--- src/hw/rtl/bpfc_pkg.sv ---
// ----------------------------------------------------------------------------
// bpfc_pkg
// Shared types and constants of the BMP pixel format converter.
// ----------------------------------------------------------------------------
package bpfc_pkg;

    localparam int COLOR_W     = 32;
    localparam int SHIFT_W     = 5;
    localparam int FORMAT_W    = 3;
    localparam int CFG_INDEX_W = 3;
    localparam int PAL_INDEX_W = 8;

    localparam logic [FORMAT_W-1:0] FMT_PALETTE8   = 3'd0;
    localparam logic [FORMAT_W-1:0] FMT_RAW16      = 3'd1;
    localparam logic [FORMAT_W-1:0] FMT_RAW24      = 3'd2;
    localparam logic [FORMAT_W-1:0] FMT_RAW32      = 3'd3;
    localparam logic [FORMAT_W-1:0] FMT_BITFIELDS  = 3'd4;

    localparam logic [CFG_INDEX_W-1:0] REG_PIXEL_FORMAT    = 3'd0;
    localparam logic [CFG_INDEX_W-1:0] REG_RED_MASK        = 3'd1;
    localparam logic [CFG_INDEX_W-1:0] REG_GREEN_MASK      = 3'd2;
    localparam logic [CFG_INDEX_W-1:0] REG_BLUE_MASK       = 3'd3;
    localparam logic [CFG_INDEX_W-1:0] REG_ALPHA_MASK      = 3'd4;
    localparam logic [CFG_INDEX_W-1:0] REG_TRANSPARENT_KEY = 3'd5;

    localparam logic ACT_CONVERT = 1'b0;
    localparam logic ACT_PALETTE = 1'b1;

    localparam logic [COLOR_W-1:0] RED_MASK_RESET   = 32'h00FF_0000;
    localparam logic [COLOR_W-1:0] GREEN_MASK_RESET = 32'h0000_FF00;
    localparam logic [COLOR_W-1:0] BLUE_MASK_RESET  = 32'h0000_00FF;
    localparam logic [COLOR_W-1:0] ALPHA_MASK_RESET = 32'hFF00_0000;

    typedef struct packed {
        logic                   action;
        logic                   first_pixel;
        logic [COLOR_W-1:0]     pixel_word;
        logic [PAL_INDEX_W-1:0] palette_index;
        logic [COLOR_W-1:0]     palette_value;
    } in_word_t;

    typedef struct packed {
        logic               pixel_write;
        logic               color_load;
        logic [COLOR_W-1:0] draw_color;
    } out_word_t;

    typedef struct packed {
        logic [FORMAT_W-1:0] pixel_format;
        logic [COLOR_W-1:0]  red_mask;
        logic [COLOR_W-1:0]  green_mask;
        logic [COLOR_W-1:0]  blue_mask;
        logic [COLOR_W-1:0]  alpha_mask;
        logic [SHIFT_W-1:0]  red_shift;
        logic [SHIFT_W-1:0]  green_shift;
        logic [SHIFT_W-1:0]  blue_shift;
        logic [SHIFT_W-1:0]  alpha_shift;
        logic [COLOR_W-1:0]  transparent_key;
    } cfg_t;

    function automatic logic [SHIFT_W-1:0] trailing_zeros(input logic [COLOR_W-1:0] m);
        logic [SHIFT_W-1:0] n;
        n = '0;
        for (int i = COLOR_W - 1; i >= 0; i--)
        begin
            if (m[i])
            begin
                n = SHIFT_W'(i);
            end
        end
        return n;
    endfunction

endpackage

--- src/hw/rtl/bpfc_cfg.sv ---
// ----------------------------------------------------------------------------
// bpfc_cfg
// Configuration registers, with channel shifts derived when a mask is written.
// ----------------------------------------------------------------------------
module bpfc_cfg
    import bpfc_pkg::*;
(
    input  logic                   clk,
    input  logic                   rst_n,
    input  logic                   cfg_we,
    input  logic [CFG_INDEX_W-1:0] cfg_index,
    input  logic [COLOR_W-1:0]     cfg_data,
    output cfg_t                   cfg
);

    cfg_t cfg_reg;
    cfg_t cfg_next;

    always_comb
    begin
        cfg_next = cfg_reg;
        if (cfg_we)
        begin
            unique case (cfg_index)
                REG_PIXEL_FORMAT:
                begin
                    cfg_next.pixel_format = cfg_data[FORMAT_W-1:0];
                end
                REG_RED_MASK:
                begin
                    cfg_next.red_mask  = cfg_data;
                    cfg_next.red_shift = trailing_zeros(cfg_data);
                end
                REG_GREEN_MASK:
                begin
                    cfg_next.green_mask  = cfg_data;
                    cfg_next.green_shift = trailing_zeros(cfg_data);
                end
                REG_BLUE_MASK:
                begin
                    cfg_next.blue_mask  = cfg_data;
                    cfg_next.blue_shift = trailing_zeros(cfg_data);
                end
                REG_ALPHA_MASK:
                begin
                    cfg_next.alpha_mask  = cfg_data;
                    cfg_next.alpha_shift = trailing_zeros(cfg_data);
                end
                REG_TRANSPARENT_KEY:
                begin
                    cfg_next.transparent_key = cfg_data;
                end
                default:
                begin
                    cfg_next = cfg_reg;
                end
            endcase
        end
    end

    always_ff @(posedge clk or negedge rst_n)
    begin
        if (!rst_n)
        begin
            cfg_reg.pixel_format    <= FMT_PALETTE8;
            cfg_reg.red_mask        <= RED_MASK_RESET;
            cfg_reg.green_mask      <= GREEN_MASK_RESET;
            cfg_reg.blue_mask       <= BLUE_MASK_RESET;
            cfg_reg.alpha_mask      <= ALPHA_MASK_RESET;
            cfg_reg.red_shift       <= trailing_zeros(RED_MASK_RESET);
            cfg_reg.green_shift     <= trailing_zeros(GREEN_MASK_RESET);
            cfg_reg.blue_shift      <= trailing_zeros(BLUE_MASK_RESET);
            cfg_reg.alpha_shift     <= trailing_zeros(ALPHA_MASK_RESET);
            cfg_reg.transparent_key <= '0;
        end
        else
        begin
            cfg_reg <= cfg_next;
        end
    end

    assign cfg = cfg_reg;

endmodule

--- config.mk ---
export PLATFORM = sky130hd
export DESIGN_NAME = bpfc_cfg
export DESIGN_NICKNAME = d
export VERILOG_FILES = /design/src/hw/rtl/bpfc_pkg.sv /design/src/hw/rtl/bpfc_cfg.sv
export SDC_FILE = /design/constraint.sdc
export NUM_CORES = 1
export LEC_CHECK = 0
export ABC_CLOCK_PERIOD_IN_PS = 1100
export BUFFER_PORTS_ARGS = -buffer_cell sky130_fd_sc_hd__buf_4
export CAP_MARGIN = 20
export CORE_MARGIN = 3
export CORE_UTILIZATION = 40
export CTS_CLUSTER_SIZE = 8
export DETAILED_ROUTE_END_ITERATION = 10
export GPL_ROUTABILITY_DRIVEN = 0
export PLACE_DENSITY_LB_ADDON = 0.3
export SETUP_SLACK_MARGIN = 0.15
export SKIP_CTS_REPAIR_TIMING = 1
export SLEW_MARGIN = 20
export SYNTH_ARGS = -nofsm -noshare
export SYNTH_HDL_FRONTEND = slang
export SYNTH_SLANG_ARGS = --single-unit
export TNS_END_PERCENT = 10
--- constraint.sdc ---
create_clock -name clk -period 1.1 [get_ports clk]
set_clock_uncertainty 0.1 [all_clocks]
set_input_delay 0.165 -clock clk [delete_from_list [all_inputs] [get_ports clk]]
set_output_delay 0.165 -clock clk [all_outputs]
set_load 0.01 [all_outputs]
## After elaboration in Yosys (flattened, before gate mapping)

Cells that the tools add are included.

| storage, ports and cells | value |
|---|---|
| register bits after elaboration | 183 |
| logic and storage cells | 54 |

| operators by class | value |
|---|---|
| equal/unequal tests | 5 |
| multiplexer cells | 32 |
| reduce and logical (&&, ||, !) cells | 7 |

Operators by type and width:

| cell | count |
|---|---|
| $mux 5 | 32 |
| $reduce_and 2->1 | 6 |
| $eq 3x2->1 const B | 2 |
| $eq 3x3->1 const B | 2 |
| $eq 3x1->1 const B | 1 |
| $logic_not 3->1 | 1 |

## Depth between registers and ports, before layout

Gate-level depths: netlist of the first run.

| logic depth | value |
|---|---|
| depth in word-level cells | 32 |
| gate-level depth with buffers | 8 |
| depth with buffers taken out | 5 |

## Worst setup path before layout of the first run

OpenSTA, ideal clock, no wires.

| path | value |
|---|---|
| path type | input -> register |
| start | in cfg_data[18] |
| end | reg cfg_reg, in the netlist cfg[32] |
| setup time | 0.066 ns |
| arrival | 1.483 ns |
| data required time | 0.934 ns |
| path slack | -0.549 ns |
| stages | 6 |
| path buffers | 1 |
| cell sequence | clkbuf_1 -> or3_4 -> a221oi_2 -> o21ai_1 -> a2111oi_2 -> mux2_2 |

| on the way | value |
|---|---|
| word-level cells in the longest chain between the ends | 19 |

RTL lines:

| what | line | text |
|---|---|---|
| start, declared | bpfc_cfg.sv:12 | `input logic [COLOR_W-1:0] cfg_data,` |
| $mux 5 (18 in series) | -- |  |
| $mux 5 | bpfc_pkg.sv:66 | `if (m[i])` |
| end signal, assigned | bpfc_cfg.sv:78 | `cfg_reg <= cfg_next;` |
| end, declared | bpfc_cfg.sv:16 | `cfg_t cfg_reg;` |

No other way between the ends.
A chain may end at the register's enable or synchronous reset.

## Worst setup path in the final report of the first run

| path | value |
|---|---|
| start | in cfg_data[20] |
| end | reg cfg_reg, in the netlist cfg[32] |

| on the way | value |
|---|---|
| word-level cells in the longest chain between the ends | 21 |

RTL lines:

| what | line |
|---|---|
| $mux 5 (20 in series) | -- |
| $mux 5 | bpfc_pkg.sv:66 |

No other way between the ends.

==> results of run 1 <==
-- cell type report --
type | count | area, um^2
fill | 1427 | 6172
sequential | 183 | 4624
timing repair buffer | 321 | 3288
multi-input combinational | 517 | 2604
clock buffer | 26 | 519.2
tap | 225 | 281.5
clock inverter | 6 | 88.84
inverter | 5 | 18.77
-- cell families after synthesis --
family,after synthesis,share of synthesized area (%)
compound gates,64,5.189
simple gates,419,22.99
mux,34,5.224
buf+inv,64,3.500
flops,183,63.09
-- tightest hold or removal path, cell delays in order --
cell and delay, ns:
buf_4 0.13, buf_4 0.12, nand2_1 0.04, nand2_1 0.04
-- Yosys cell counts (all sizes together) --
cell type / n / area, um^2
nand2: 371 / 1393
dfrtp: 147 / 3679
clkbuf: 50 / 188.9
o21ai: 44 / 220.2
dfstp: 36 / 945.9
mux2: 34 / 382.9
nor2: 12 / 45.04
buf: 9 / 48.80
nor4: 9 / 71.32
a21oi: 5 / 25.02
inv: 5 / 18.77
a31oi: 4 / 25.02
nand2b: 4 / 25.02
nor3: 4 / 20.02
or3: 4 / 30.03
and3: 3 / 18.77
nor2b: 3 / 18.77
a211oi: 2 / 15.01
a221oi: 2 / 30.03
and3b: 2 / 17.52
nand3: 2 / 10.01
nand3b: 2 / 15.01
o31ai: 2 / 15.01
a2111oi: 1 / 15.01
a311o: 1 / 10.01
and2: 1 / 6.260
nand4b: 1 / 8.760
o2111ai: 1 / 8.760
o21bai: 1 / 7.510
o311ai: 1 / 8.760
or2: 1 / 6.260
-- worst min path at each step --
stage	startpoint	end	slack, ns	cells past startpoint
global route	cfg_data[19]	cfg[167]	0.003	4
floorplan	rst_n	cfg[0]	-0.23	0
global placement	rst_n	cfg[74]	-0.04	1
finish	cfg_data[24]	cfg[140]	0.009	4
detailed placement	rst_n	cfg[108]	-0.04	1
CTS	rst_n	cfg[74]	-0.49	1
-- power by group through the flow --
stage	Sequential (uW)	Clock, uW	Combinational, uW
final	9120	6290	5490
after global routing	9280	6650	5940
after CTS	8890	6370	4700
after detailed placement	8980	0	4700
after global placement	8980	0	4580
after floorplan	9460	0	1220
-- per-stage QoR --
| stage | utilization [%] | instances | setup TNS, ns | total power (uW) |
|---|---|---|---|---|
| 2_1_floorplan | - | 764 | -36.24 | 10670 |
| 3_3_place_gp | 56.07 | 1243 | -52.39 | 13560 |
| 3_5_place_dp | 56.07 | 1243 | -53.18 | 13680 |
| 4_1_cts | 59.52 | 1275 | -32.37 | 19960 |
| 5_1_grt | 64.92 | 1283 | -32.94 | 21870 |
| 6_report | 64.92 | 1283 | -25.38 | 20900 |
-- routing by layer --
layer / global-route usage [%] / wire length (um)
met1: 31.75 / 10290
met2: 34.86 / 10830
met3: 5.966 / 1594
met4: 6.119 / 353
met5: 0 / 0
==> flow_summary.toml, run 1 <==
[outcome]
outcome = "complete, but fails checks"
violations = "setup timing"

[sta]
holdWs_ns = 0.009032
period_share_pct = 125.3
rsz0062_at_grt = "yes"
setup_viol_count_final = 191
slew_headroom_pct = 71.12
finalWorstSetupSlack_ns = -0.2787
worst_pin_slew_ns = 0.4264
fin_crit_ns = 1.379
hold_viol = 0
fmax_mhz = 725.3
maxSlewViolCount = 0

[placed_design]
port_buffers = 220
hpwlAfterDp_mm = 16.73
post_dp_cell_area_um2 = 9866
dp_slack_ns = -0.7493

[setup_path]
cp-end-kind = "flop"
critPathKind = "in2reg"
critPathSlowestCell = "a2111oi_4"
arrival_ns = 1.64
cp.required_ns = 1.36
rr_worst_depth = 3
critPathLaunch = "cfg_data[20]"
cp_num_buf_inv = 1
crit_family = "compound AO/OA/AOI/OAI gates"
r2r_slack_ns = 0.19
path_cells = "buf_8 -> or3_4 -> a221oi_2 -> o21ai_2 -> a2111oi_4 -> mux2_2"
worstSetupPathDepth = 6
worstSetupStartpointType = "input pin"
path_max_fanout = 4
crit_path_end = "cfg[32]"
r2r_start = "cfg[80]"
slowest_delay_ns = 0.44
worstReg2RegEnd = "cfg[80]"

[floorplanning]
die_h_um = 141.4
core-area_um2 = 17600
pin_count = 221
die-area_um2 = 19980
rows = 48
initial_core_util_pct = 41.65
die_w_um = 141.4

[pwr]
peakVddDrop_mv = 1.081
comb_power_share_pct = 26.3
p_leak_uw = 0.005725
swShare_pct = 28.00
pwr-share-seq_pct = 43.7
power_density_nw_per_um2 = 1829
p_int_uw = 15050
clkPwrFrac_pct = 30.1
power.switching_uw = 5852

[cells_and_area]
largest_reg_flops = 183
n_antenna_cell = 0
drive_gt1_share_pct = 41.97
area_growth_pct = 55.87
stdcell_area_um2 = 11420
final_common_cell = "nand2_1"
most-common-layout-cells = "nand2_1 (369), buf_6 (191), dfrtp_1 (147)"
final_net_count = 1083

[route]
avgRoutedWirePerCell_um = 17.98
drt-pass1-iter-count = 5
viasPerCell = 4.884
num_vias = 6266
ant_nets = 0
drt_wl_total_mm = 23.07
drt_iter0_drc = 426
drcViolationCount = 0

[clocking]
path_clk_slew_ns = 0.07
clock_latency_ns = 0.42
cts_tree = "done"
cts.root.buffer_cell = "clkbuf_16"
clock_sinks = 183
htreeDepth = 4
clk_path_buf_depth = 2
tritoncts.num_buffers = 17

[grt]
grt_use_total_pct = 22.56
gr-total-overflow = 0
first_global_vias = 6095
grt_max_degree = 44
antenna_found_initial = 0
grt_pass1_wl_mm = 34.93

[synth]
netlist_area_um2 = 7330
ys_ff_latch = 183
ys_seq_area_share_pct = 63.09
yosysWarnings = 0
avgSynthCellArea_um2 = 9.594
ys_types = 37
postSynthCellCount = 764
synth_fp_nets = 802

[job]
drv_cap = 0

[worst_hold_path]
hold_path_class = "in2reg"
Note: power is estimated with default switching activity, not from simulation.
==> run 2: changes to the inputs <==
--- a/config.mk
+++ b/config.mk
@@ -14,7 +14,7 @@
 export DETAILED_ROUTE_END_ITERATION = 10
 export GPL_ROUTABILITY_DRIVEN = 0
 export PLACE_DENSITY_LB_ADDON = 0.3
-export SETUP_SLACK_MARGIN = 0.15
+export SETUP_SLACK_MARGIN = 0.02
 export SKIP_CTS_REPAIR_TIMING = 1
 export SLEW_MARGIN = 20
 export SYNTH_ARGS = -nofsm -noshare
==> run 2 against run 1 <==
The run still ends with setup timing left. Design area down 0.62%. Global-route usage did not move. Non-clock buffer count down 2. Routed wire length fell by 0.78%. Die area is the same. Fmax is 0.30% lower. Sequential power about the same. Critical path depth unchanged. First-iteration DRC count is 4.7% higher. Clock power is essentially flat. Flip-flop and latch count unchanged. Critical path type unchanged.
==> flow_summary.toml, run 2 (same netlist as run 1, synthesis figures left out) <==
[outcome]
outcome = "complete, but fails checks"
violations = "setup timing"

[cells_and_area]
largest_reg_flops = 183
most-common-layout-cells = "nand2_1 (371), buf_6 (185), dfrtp_1 (147)"
drive_gt1_share_pct = 41.19
layout.cells.non_filler = 1281
n_antenna_cell = 0
stdcell_area_um2 = 11350
area_growth_pct = 54.90
final_common_cell = "nand2_1"
final_net_count = 1081
final_core_util_pct = 64.52

[setup_path]
worstSetupStartpointType = "input pin"
critPathSlowestCell = "a2111oi_4"
slowest_delay_ns = 0.44
cp-end-kind = "flop"
cp_num_buf_inv = 1
crit_family = "compound AO/OA/AOI/OAI gates"
path_cells = "buf_8 -> or3_4 -> a221oi_2 -> o21ai_2 -> a2111oi_4 -> mux2_2"
cp.required_ns = 1.36
critPathKind = "in2reg"
path_max_fanout = 4
arrival_ns = 1.65

[route]
drt-pass1-iter-count = 5
ant_nets = 0
drt_wl_total_mm = 22.89
drcViolationCount = 0
num_vias = 6278
drt_iter0_drc = 446
viasPerCell = 4.901
avgRoutedWirePerCell_um = 17.87

[clocking]
clk_path_buf_depth = 2
tritoncts.num_buffers = 17
cts.root.buffer_cell = "clkbuf_16"
path_clk_slew_ns = 0.07
htreeDepth = 4
clock_latency_ns = 0.42
clock_sinks = 183
cts_tree = "done"

[job]
drv_cap = 0

[floorplanning]
pin_count = 221
initial_core_util_pct = 41.65
die_h_um = 141.4
core-area_um2 = 17600
die-area_um2 = 19980
rows = 48
die_w_um = 141.4

[sta]
hold_viol = 0
period_share_pct = 125.7
setup_viol_count_final = 191
finalWorstSetupSlack_ns = -0.2829
maxSlewViolCount = 0
fin_crit_ns = 1.383
worst_pin_slew_ns = 0.4255
fmax_mhz = 723.1
slew_headroom_pct = 71.19
rsz0062_at_grt = "yes"

[grt]
grt_pass1_wl_mm = 34.93
grt_use_total_pct = 22.56
gr-total-overflow = 0
antenna_found_initial = 0
grt_max_degree = 44
first_global_vias = 6095

[placed_design]
hpwlAfterDp_mm = 16.73
dp_slack_ns = -0.7493
post_dp_cell_area_um2 = 9866
port_buffers = 220
dp_cells = 1243

[pwr]
power_density_nw_per_um2 = 1837
p_leak_uw = 0.005698
peakVddDrop_mv = 1.076
p_total_uw = 20850

[worst_hold_path]
hold_path_class = "in2reg"
[run 2: cell type report]
class / count / area, um^2
multi-input cells: 517 / 2577
fillers: 1428 / 6243
well taps: 225 / 281.5
clock buffers: 26 / 519.2
repair buffers: 319 / 3243
flip-flops and latches: 183 / 4624
clock inverters: 6 / 88.84
inverters: 5 / 18.77
[run 2: path summary, 6_finish.rpt]
check | start | endpoint | slack [ns] | depth (start not counted)
max | cfg_data[20] | cfg[32] | -0.28 | 6
min | cfg_data[24] | cfg[140] | 0.01 | 4
max reg2reg | cfg[8] | cfg[8] | 0.21 | 1
min reg2reg | cfg[125] | cfg[125] | 0.37 | 2
max in group asynchronous | rst_n | cfg[85] | 0.28 | 3
min in group asynchronous | rst_n | cfg[74] | 0.07 | 2
[run 2: routing by layer]
metal,part of all wire (%),GRT usage [%],vias to the layer above
met2,47,34.86,207
met1,44,31.75,3063
met5,0,0,-
li1,-,-,2984
met4,1.5,6.119,0
met3,7.4,5.966,24
[run 2: stage by stage]
stage	setup TNS, ns	hold WS, ns
after floorplan	-36.24	-0.2306
after global placement	-52.39	-0.04049
after detailed placement	-53.18	-0.03956
after CTS	-32.37	-0.4938
after global routing	-32.76	0.003488
final	-25.43	0.01075
[run 2: report_power, final]
group	internal [uW]	total (uW)	switching, uW
Sequential	8140	9120	983
Combinational	3160	5440	2280
Clock	3720	6290	2570
