<file path="config.mk">
export PLATFORM = sky130hd
export DESIGN_NAME = bpfc_convert
export DESIGN_NICKNAME = d
export VERILOG_FILES = /design/src/hw/rtl/bpfc_pkg.sv /design/src/hw/rtl/bpfc_convert.sv
export SDC_FILE = /design/constraint.sdc
export NUM_CORES = 1
export LEC_CHECK = 0
export BUFFER_PORTS_ARGS = -buffer_cell sky130_fd_sc_hd__buf_2
export CORE_AREA = 3 3 139 242
export DETAILED_ROUTE_END_ITERATION = 6
export DIE_AREA = 0 0 142 245
export GPL_TIMING_DRIVEN = 0
export PLACE_DENSITY = 0.67
export SLEW_MARGIN = 20
export SYNTH_ARGS = -nofsm -noshare
export SYNTH_HDL_FRONTEND = slang
export SYNTH_SLANG_ARGS = --single-unit
</file>
<file path="constraint.sdc">
create_clock -name vclk -period 13.6
set_input_delay 0.68 -clock vclk [all_inputs]
set_output_delay 0.68 -clock vclk [all_outputs]
set_load 0.02 [all_outputs]
</file>
<file path="src/hw/rtl/bpfc_pkg.sv">
// ----------------------------------------------------------------------------
// bpfc_pkg
// Shared types and constants of the BMP pixel format converter.
// ----------------------------------------------------------------------------
package bpfc_pkg;

    localparam int COLOR_W     = 32;
    localparam int SHIFT_W     = 5;
    localparam int FORMAT_W    = 3;
    localparam int CFG_INDEX_W = 3;
    localparam int PAL_INDEX_W = 8;

    localparam logic [FORMAT_W-1:0] FMT_PALETTE8   = 3'd0;
    localparam logic [FORMAT_W-1:0] FMT_RAW16      = 3'd1;
    localparam logic [FORMAT_W-1:0] FMT_RAW24      = 3'd2;
    localparam logic [FORMAT_W-1:0] FMT_RAW32      = 3'd3;
    localparam logic [FORMAT_W-1:0] FMT_BITFIELDS  = 3'd4;

    localparam logic [CFG_INDEX_W-1:0] REG_PIXEL_FORMAT    = 3'd0;
    localparam logic [CFG_INDEX_W-1:0] REG_RED_MASK        = 3'd1;
    localparam logic [CFG_INDEX_W-1:0] REG_GREEN_MASK      = 3'd2;
    localparam logic [CFG_INDEX_W-1:0] REG_BLUE_MASK       = 3'd3;
    localparam logic [CFG_INDEX_W-1:0] REG_ALPHA_MASK      = 3'd4;
    localparam logic [CFG_INDEX_W-1:0] REG_TRANSPARENT_KEY = 3'd5;

    localparam logic ACT_CONVERT = 1'b0;
    localparam logic ACT_PALETTE = 1'b1;

    localparam logic [COLOR_W-1:0] RED_MASK_RESET   = 32'h00FF_0000;
    localparam logic [COLOR_W-1:0] GREEN_MASK_RESET = 32'h0000_FF00;
    localparam logic [COLOR_W-1:0] BLUE_MASK_RESET  = 32'h0000_00FF;
    localparam logic [COLOR_W-1:0] ALPHA_MASK_RESET = 32'hFF00_0000;

    typedef struct packed {
        logic                   action;
        logic                   first_pixel;
        logic [COLOR_W-1:0]     pixel_word;
        logic [PAL_INDEX_W-1:0] palette_index;
        logic [COLOR_W-1:0]     palette_value;
    } in_word_t;

    typedef struct packed {
        logic               pixel_write;
        logic               color_load;
        logic [COLOR_W-1:0] draw_color;
    } out_word_t;

    typedef struct packed {
        logic [FORMAT_W-1:0] pixel_format;
        logic [COLOR_W-1:0]  red_mask;
        logic [COLOR_W-1:0]  green_mask;
        logic [COLOR_W-1:0]  blue_mask;
        logic [COLOR_W-1:0]  alpha_mask;
        logic [SHIFT_W-1:0]  red_shift;
        logic [SHIFT_W-1:0]  green_shift;
        logic [SHIFT_W-1:0]  blue_shift;
        logic [SHIFT_W-1:0]  alpha_shift;
        logic [COLOR_W-1:0]  transparent_key;
    } cfg_t;

    function automatic logic [SHIFT_W-1:0] trailing_zeros(input logic [COLOR_W-1:0] m);
        logic [SHIFT_W-1:0] n;
        n = '0;
        for (int i = COLOR_W - 1; i >= 0; i--)
        begin
            if (m[i])
            begin
                n = SHIFT_W'(i);
            end
        end
        return n;
    endfunction

endpackage

</file>
<file path="src/hw/rtl/bpfc_convert.sv">
// ----------------------------------------------------------------------------
// bpfc_convert
// Per-pixel conversion: format decode, transparency and color-change flags.
// ----------------------------------------------------------------------------
module bpfc_convert
    import bpfc_pkg::*;
(
    input  cfg_t               cfg,
    input  logic [COLOR_W-1:0] pixel_word,
    input  logic               first_pixel,
    input  logic               index_in_range,
    input  logic [COLOR_W-1:0] palette_color,
    input  logic [COLOR_W-1:0] last_color,
    output out_word_t          result,
    output logic [COLOR_W-1:0] key
);

    logic [COLOR_W-1:0] red;
    logic [COLOR_W-1:0] green;
    logic [COLOR_W-1:0] blue;
    logic [COLOR_W-1:0] alpha;
    logic [COLOR_W-1:0] bitfield_color;
    logic [COLOR_W-1:0] color;
    logic [COLOR_W-1:0] prev_color;
    logic               write;

    assign red   = (pixel_word & cfg.red_mask) >> cfg.red_shift;
    assign green = (pixel_word & cfg.green_mask) >> cfg.green_shift;
    assign blue  = (pixel_word & cfg.blue_mask) >> cfg.blue_shift;
    assign alpha = (pixel_word & cfg.alpha_mask) >> cfg.alpha_shift;

    // The negated alpha (256 minus alpha) wraps at 8 bits, so only the low byte of alpha matters.
    assign bitfield_color = {8'(8'd0 - alpha[7:0]), 24'd0}
                          | (red << 16) | (green << 8) | blue;

    always_comb
    begin
        unique case (cfg.pixel_format)
            FMT_PALETTE8:
            begin
                color = index_in_range ? palette_color : '0;
                key   = {24'd0, pixel_word[7:0]};
            end
            FMT_RAW16:
            begin
                color = {16'd0, pixel_word[15:0]};
                key   = color;
            end
            FMT_RAW24:
            begin
                color = {8'd0, pixel_word[23:0]};
                key   = color;
            end
            FMT_BITFIELDS:
            begin
                color = bitfield_color;
                key   = color;
            end
            default:
            begin
                color = pixel_word;
                key   = color;
            end
        endcase
    end

    assign prev_color = first_pixel ? '0 : last_color;
    assign write      = (key != cfg.transparent_key);

    assign result.pixel_write = write;
    assign result.color_load  = write && (key != prev_color);
    assign result.draw_color  = color;

endmodule

</file>
# Word level (Yosys, flattened, before mapping)
# Cells that the tools add are included.
# op_classes
shifts	4
mux	4
addsub	1
eq_ne	5
reduce_logical	2
bitwise	7
# ops
operator	count
32-bit case mux with 4 select lines	2
32-bit AND	4
32-bit bitwise OR	3
32-bit two-way mux	2
32-bit inequality test	2
32-bit by 5-bit right shift with 16-bit output	1
32-bit by 5-bit right shift with 24-bit output	1
32-bit by 5-bit right shift with 32-bit output	1
32-bit by 5-bit right shift with 8-bit output	1
1-bit by 8-bit subtractor with 8-bit output, first input constant	1
3-bit by 1-bit equality test with 1-bit output, second input constant	1
3-bit by 2-bit equality test with 1-bit output, second input constant	1
3-bit equality test, second input constant	1
3-bit zero test	1
1-bit logical AND	1
# word_totals
regBits	0
input_bits	281

# Depth between registers and ports, before layout
# Gate-level depths: netlist of the first run.
# depth
depth_word	9
depth_mapped	20

# Least setup slack after synthesis of the first run
# Ideal clock, no wire load.
# synth_timing
kind	input to output
start	in cfg[32] (netlist bit)
end	out result[33] (netlist bit)
t_arrival_ns	4.735
path_buffers	4
required_ns	12.920
cell_stages	18
path_slack_ns	8.185
path_cell_list	buf_2 > buf_2 > buf_2 > mux4_2 > o22ai_1 > nor3_1 > or2_2 > ha_1 > or3_1 > o211ai_1 > a22oi_2 > xor2_1 > or4_1 > nor4_1 > o21ai_1 > nor4_2 > nand3_1 > buf_4
# synth_between
elab_chain_len	7
# synth_rtl
element	line	text
start, declared	bpfc_convert.sv:8	input cfg_t cfg,
32-bit by 5-bit right shift with 8-bit output	bpfc_convert.sv:30	assign alpha = (pixel_word & cfg.alpha_mask) >> cfg.alpha_shift;
1-bit by 8-bit subtractor with 8-bit output	bpfc_convert.sv:33	assign bitfield_color = {8'(8'd0 - alpha[7:0]), 24'd0}
32-bit bitwise OR (3 in series)	bpfc_convert.sv:34	| (red << 16) | (green << 8) | blue;
32-bit case mux with 4 select lines	bpfc_convert.sv:38	unique case (cfg.pixel_format)
named net key[26]	bpfc_convert.sv:15	output logic [COLOR_W-1:0] key
32-bit inequality test	bpfc_convert.sv:68	assign write = (key != cfg.transparent_key);
end, declared	bpfc_convert.sv:14	output out_word_t result,
# The timed path passes the listed nets, and every way through them passes these cells.

# Final worst setup path of the first run
# layout_timing
start	in cfg[36] (netlist bit)
end	out result[33] (netlist bit)
# layout_between
elab_chain_len	7
# layout_rtl
element	line
32-bit by 5-bit right shift with 8-bit output	bpfc_convert.sv:30
1-bit by 8-bit subtractor with 8-bit output	bpfc_convert.sv:33
32-bit bitwise OR (3 in series)	bpfc_convert.sv:34
32-bit case mux with 4 select lines	bpfc_convert.sv:38
32-bit inequality test	bpfc_convert.sv:68
# No other way between the ends.

==> results of run 1 <==
## worst max-delay path by stage
| stage | depth (start not counted) | end | slack, ps |
|---|---|---|---|
| 3_3_place_gp | 20 | result[33] | 6630 |
| 5_1_grt | 20 | result[33] | 6270 |
| 3_5_place_dp | 20 | result[33] | 6590 |
| 4_1_cts | 20 | result[33] | 6580 |
| 2_1_floorplan | 18 | result[33] | 8180 |
| 6_report | 19 | result[33] | 6400 |
## layout make-up
cell class	count	area, sq um	area share
Multi-Input combinational cell	1306	10130	0.7631
Timing Repair Buffer	335	1677	0.1262
Buffer	160	810.8	0.06105
Tap cell	396	495.5	0.03731
Inverter	41	158.9	0.01197
Antenna cell	2	5.005	0.0003769
## through the flow
stage                       util  hold WS [ps]  std cells  area (sq um)
final                     0.4184          1675       2240         13280
after global routing      0.4183          1682       2239         13280
after CTS                 0.4182          1673       2238         13280
after detailed placement  0.4182          1673       2238         13280
after global placement    0.4182          1670       2238         13270
after floorplan                -          1526       1507         11100
## kinds of logic (layout without fill, tap and decap cells)
| group | after synthesis | count (layout) | synth area share |
|---|---|---|---|
| xor+xnor | 34 | 34 | 0.02682 |
| other cells | 0 | 2 | 0 |
| mux | 141 | 141 | 0.2256 |
| fa+ha+maj | 2 | 2 | 0.002028 |
| simple gates | 761 | 761 | 0.4127 |
| buf+inv | 201 | 536 | 0.08734 |
| compound gates | 368 | 368 | 0.2455 |
## placed cells by master, fill, tap and decap left out, types with 25 or more instances in the layout
cell type / instances
and4_1: 27
clkbuf_1: 56
o21ai_0: 46
nand4b_1: 89
and2_1: 48
nand3_1: 45
buf_2: 401
mux4_2: 86
inv_1: 36
o22ai_1: 25
nand4_1: 68
nand2_1: 218
a21oi_1: 42
nor2_1: 79
mux2i_1: 41
## tightest hold or removal path, delay by kind of cell
kind	cells	cell delay (ps)
simple gates	2	90
buf+inv	2	220
## routing by layer
| layer | part of all wire | vias up |
|---|---|---|
| li1 | - | 6720 |
| met1 | 0.32 | 7762 |
| met2 | 0.45 | 1443 |
| met3 | 0.098 | 456 |
| met4 | 0.13 | 2 |
| met5 | 0.00014 | - |
==> summary.md, run 1 <==
| Metric | Value |
|---|---|
| CTS Hold Bufs | `0` |
| Average wire per standard cell | `around 35 microns` |
| Vias | `around 16000` |
| Final WS setup | `approximately 6400 ps` |
| Synth Warn # | `0` |
| Nets@finish | `roughly 2100` |
| Clock buffers | `0` |
| Share of layout cells above drive strength 1 | `0.3008` |
| Height of the die | `between 200 and 250 microns` |
| Setup bufs post-CTS | `0` |
| Achievable frequency | `around 140 MHz` |
| Most common cell in the netlist | `nand2_1` |
| Maxcap violations | `0` |
| Syn_area_per_cell | `7.367 sq um` |
| Synthesized area | `~11000 sq um` |
| Fin crit share | `0.5295` |
| Drt via density | `roughly 7.3` |
| Max stage delay on crit path | `about 640 ps` |
| Syn nets | `~1800` |
| Post-Synthesis Cells | `1507` |
| Die width | `142 microns` |
| Worst hold start | `palette_color[27]` |
| Yosys top cell by area | `mux4_2` |
| Outcome | `finished clean` |
| Slew Limit Fails | `0` |
| Cell mode on critical path | `clkbuf_1` |
| Sequential area share after synthesis | `0` |
| Tmin final | `around 7200 ps` |
| Hold Path End | `result[27]` |
| Seq. cell area | `0 sq um` |
| Worst min path class | `in -> out` |
| Synth top area share | `0.1745` |
| Met2 Use GR | `0.6762` |
| Vias in the first global route | `about 16000` |
| Place WS | `around 6600 ps` |
| Post-synth top cells | `nand2_1, nand4b_1, mux4_2, nor2_1, nand4_1` |
| Area growth syn-to-layout | `19.62%` |
| Die area | `34790 sq um` |
| Pre-antenna DRT Iters | `6` |
| Seq_cells | `0` |
| Row count | `between 80 and 90` |
| Fill count | `between 3000 and 4000` |
| Max-Slew Margin vs Limit | `0.2002` |
| DRT iter0 DRCs | `~2100` |
| Met1 Use GR | `0.4531` |
| Netlist cell types | `98` |
| Worst path buffer plus inverter count | `5` |
| Routed Antenna Nets | `0` |
| Final HPWL DP | `63.38 mm` |
| WP data required | `about 13000 ps` |
| Pin count of the biggest net entering global routing | `11` |
| CTS-repair resized insts | `0` |
| Met3 GRT Util | `0.08148` |
| Setup crit start kind | `input port` |
| Tot GR Track Use | `0.4198` |
| Final total negative setup slack | `0 ps` |
| Ports | `347` |
| CP top delay family | `simple AND/OR/NAND/NOR gates` |
| Residual DRC | `0` |
| Final wirelength | `78.16 mm` |
| Worst setup EP type | `output pin` |
| Placeable Area | `about 32000 sq um` |
| Cell Chain, Critical Path | `clkbuf_1 -> clkbuf_1 -> buf_1 -> nand2_1 -> o22ai_1 -> nor3_1 -> or2_2 -> ha_1 -> or3_1 -> o211ai_1 -> a22oi_2 -> xor2_1 -> or4_1 -> nor4_1 -> o21ai_1 -> nor4_2 -> nand3_1 -> buf_4 -> buf_2` |
| Grt ovf | `0` |
| Final hold viol count | `0` |
| Crit path kind | `in -> out` |
| Initial Util | `0.3497` |
| RSZ-0062 raised after global routing | `no` |
| Crit path launch | `cfg[36]` |
| Largest cells by area after synthesis | `mux4_2, nand2_1, nand4b_1` |
| PortBufs | `between 300 and 400` |
| Gr busiest metal | `met2` |
| RePlAce Congestion | `1.093` |
| Worst slew pin tran | `1184 ps` |
| Worst path slowest cell | `o211ai_1` |
| Hold depth | `4` |
| Setup Viol. Count Final | `0` |
| Antenna violations before repair | `2` |
| Arr. time, crit path | `6520 ps` |
| First-pass GRT wire length | `108.2 mm` |
| CP max FO | `10` |
==> inputs of run 2 (changes only) <==
--- a/config.mk
+++ b/config.mk
@@ -10,7 +10,7 @@
 export DETAILED_ROUTE_END_ITERATION = 6
 export DIE_AREA = 0 0 142 245
 export GPL_TIMING_DRIVEN = 0
-export PLACE_DENSITY = 0.67
+export PLACE_DENSITY = 0.69
 export SLEW_MARGIN = 20
 export SYNTH_ARGS = -nofsm -noshare
 export SYNTH_HDL_FRONTEND = slang
==> constraint.sdc (replaced) <==
create_clock -name vclk -period 6.2
set_input_delay 0.31 -clock vclk [all_inputs]
set_output_delay 0.31 -clock vclk [all_outputs]
set_load 0.02 [all_outputs]
==> run 2 against run 1 <==
The flow now finishes with violations (DRC). Non-clock buffer count stayed put. Via count is 0.16% higher. Worst hold slack worse by 740 ps. Critical path depth is 2 higher.
==> summary.md, run 2 (synthesis results as in run 1) <==
| Metric | Value |
|---|---|
| Outcome | `complete, but fails checks` |
| Failing checks | `DRC` |
| Routed Antenna Nets | `0 (unchanged)` |
| RSZ-0062 raised after global routing | `no` |
| Vias in the first global route | `15810 (+0.66%)` |
| Vias | `16410 (+0.16%)` |
| Achievable frequency | `approximately 170 MHz` |
| Setup crit start kind | `input port` |
| Final hold viol count | `0 (unchanged)` |
| Pre-antenna DRT Iters | `7 (+1)` |
| Commonest non-fill, non-tap cell in the layout | `buf_2` |
| Nets@finish | `2126 (unchanged)` |
| Setup Viol. Count Final | `0 (unchanged)` |
| CP max FO | `10 (unchanged)` |
| Seq_cells | `0 (unchanged)` |
| First-pass GRT wire length | `113.6 mm (+4.9%)` |
| CP top delay family | `simple AND/OR/NAND/NOR gates` |
| Max stage delay on crit path | `610 ps (-30 ps)` |
| Slew Limit Fails | `0 (unchanged)` |
| Height of the die | `245 microns (unchanged)` |
| Fin crit share | `0.9660` |
| Worst hold slack | `932.8 ps (-742.1 ps)` |
| Antenna violations before repair | `0 (-2)` |
| Die area | `34790 sq um (unchanged)` |
| Worst path buffer plus inverter count | `5 (unchanged)` |
| Worst setup EP type | `output pin` |
| Share of layout cells above drive strength 1 | `0.3018 (+0.001086)` |
| Worst slew pin tran | `1240 ps (+55.66 ps)` |
| CTS Hold Bufs | `0 (unchanged)` |
| Met3 GRT Util | `0.09513 (+0.01365)` |
| Placeable Area | `31740 sq um (unchanged)` |
| Cell Chain, Critical Path | `buf_2 -> buf_2 -> nand2_1 -> mux4_2 -> a22oi_1 -> a21boi_0 -> or2_2 -> ha_1 -> nand3_1 -> o32a_1 -> o211ai_1 -> buf_4 -> a22oi_2 -> xor2_1 -> or4_1 -> nor4_1 -> o21ai_1 -> nor4_2 -> nand3_1 -> buf_4 -> buf_2` |
| Arr. time, crit path | `5680 ps (-840 ps)` |
| Tot GR Track Use | `0.4439 (+0.02418)` |
| Clock buffers | `0 (unchanged)` |
| Seq. cell area | `0 sq um (unchanged)` |
| Final total negative setup slack | `0 ps (unchanged)` |
| Final wirelength | `81.92 mm (+4.8%)` |
| DRT iter0 DRCs | `2044 (-2.2%)` |
| Pin count of the biggest net entering global routing | `15 (+4)` |
| Most frequent cells in the layout | `buf_2, nand2_1, nand4b_1, mux4_2, nor2_1` |
| Met2 Use GR | `0.7131 (+0.03686)` |
| Worst path slowest cell | `or4_1` |
| RePlAce Congestion | `1.075 (-1.7%)` |
| Max-Slew Margin vs Limit | `0.1658 (-0.03433)` |
| Grt ovf | `0 (unchanged)` |
| Initial Util | `0.3497 (unchanged)` |
| CTS-repair resized insts | `0 (unchanged)` |
| Ports | `347 (unchanged)` |
| Row count | `86 (unchanged)` |
| WP data required | `5890 ps (-7030 ps)` |
| Gr busiest metal | `met2` |
| Cell mode on critical path | `buf_2` |
| Area growth syn-to-layout | `19.69% (about the same)` |
| Maxcap violations | `0 (unchanged)` |
| Final HPWL DP | `66.28 mm (+4.6%)` |
| Average wire per standard cell | `36.57 microns (+4.8%)` |
| Met1 Use GR | `0.4902 (+0.03706)` |
| Worst min path class | `in -> out` |
| Die width | `142 microns (unchanged)` |
| Tmin final | `between 5000 and 6000 ps` |
| PortBufs | `335 (unchanged)` |
| Drt via density | `7.325 (+0.16%)` |
| Crit path kind | `in -> out` |
| Residual DRC | `10 (+10)` |
==> run 2: cell count changes in the layout (fill, tap and decap cells not counted) <==
cell	previous run	this run
buf_4	10	12
clkbuf_1	56	54
==> run 2: path summary, 6_finish.rpt <==
check	from	endpoint	slack, ps	depth (start not counted)
max	pixel_word[23]	result[33]	210	21
min	palette_color[29]	result[29]	930	4
==> run 2: layer usage <==
metal  wire [microns]  vias to the layer above
met5                0                        -
met1            27150                     7784
met2            36970                     1451
li1                 -                     6717
met3             8145                      457
met4             9655                        0
==> run 2: area by class of cell <==
cell class                      count  area (sq um)
Multi-Input combinational cell   1306         10130
Timing Repair Buffer              337          1692
Antenna cell                        2         5.005
Inverter                           41         158.9
Fill cell                        3400         18460
Tap cell                          396         495.5
Buffer                            158         803.3
==> run 2: worst min-delay path: cells and delay by family <==
| family | cells | cell delay [ps] |
|---|---|---|
| buffers and inverters | 2 | 220 |
| and+or+nand+nor | 2 | 90 |
==> run 2: per-stage QoR <==
stage,util,instance area [sq um],cells,worst slack [ps]
finish,0.4186,13290,2240,210.6
global route,0.4184,13280,2238,46.20
CTS,0.4180,13270,2236,21.34
detailed placement,0.4182,13280,2238,-35.67
global placement,0.4182,13270,2238,-50.47
floorplan,-,11100,1507,1525
==> run 2: timing repair <==
| action | 4_1_cts | 5_1_grt |
|---|---|---|
| pin swaps | 0 | 1 |
| buffers inserted | 0 | 2 |
| endpoints found under the setup margin | 1 | 2 |
| gates cloned | 0 | 0 |
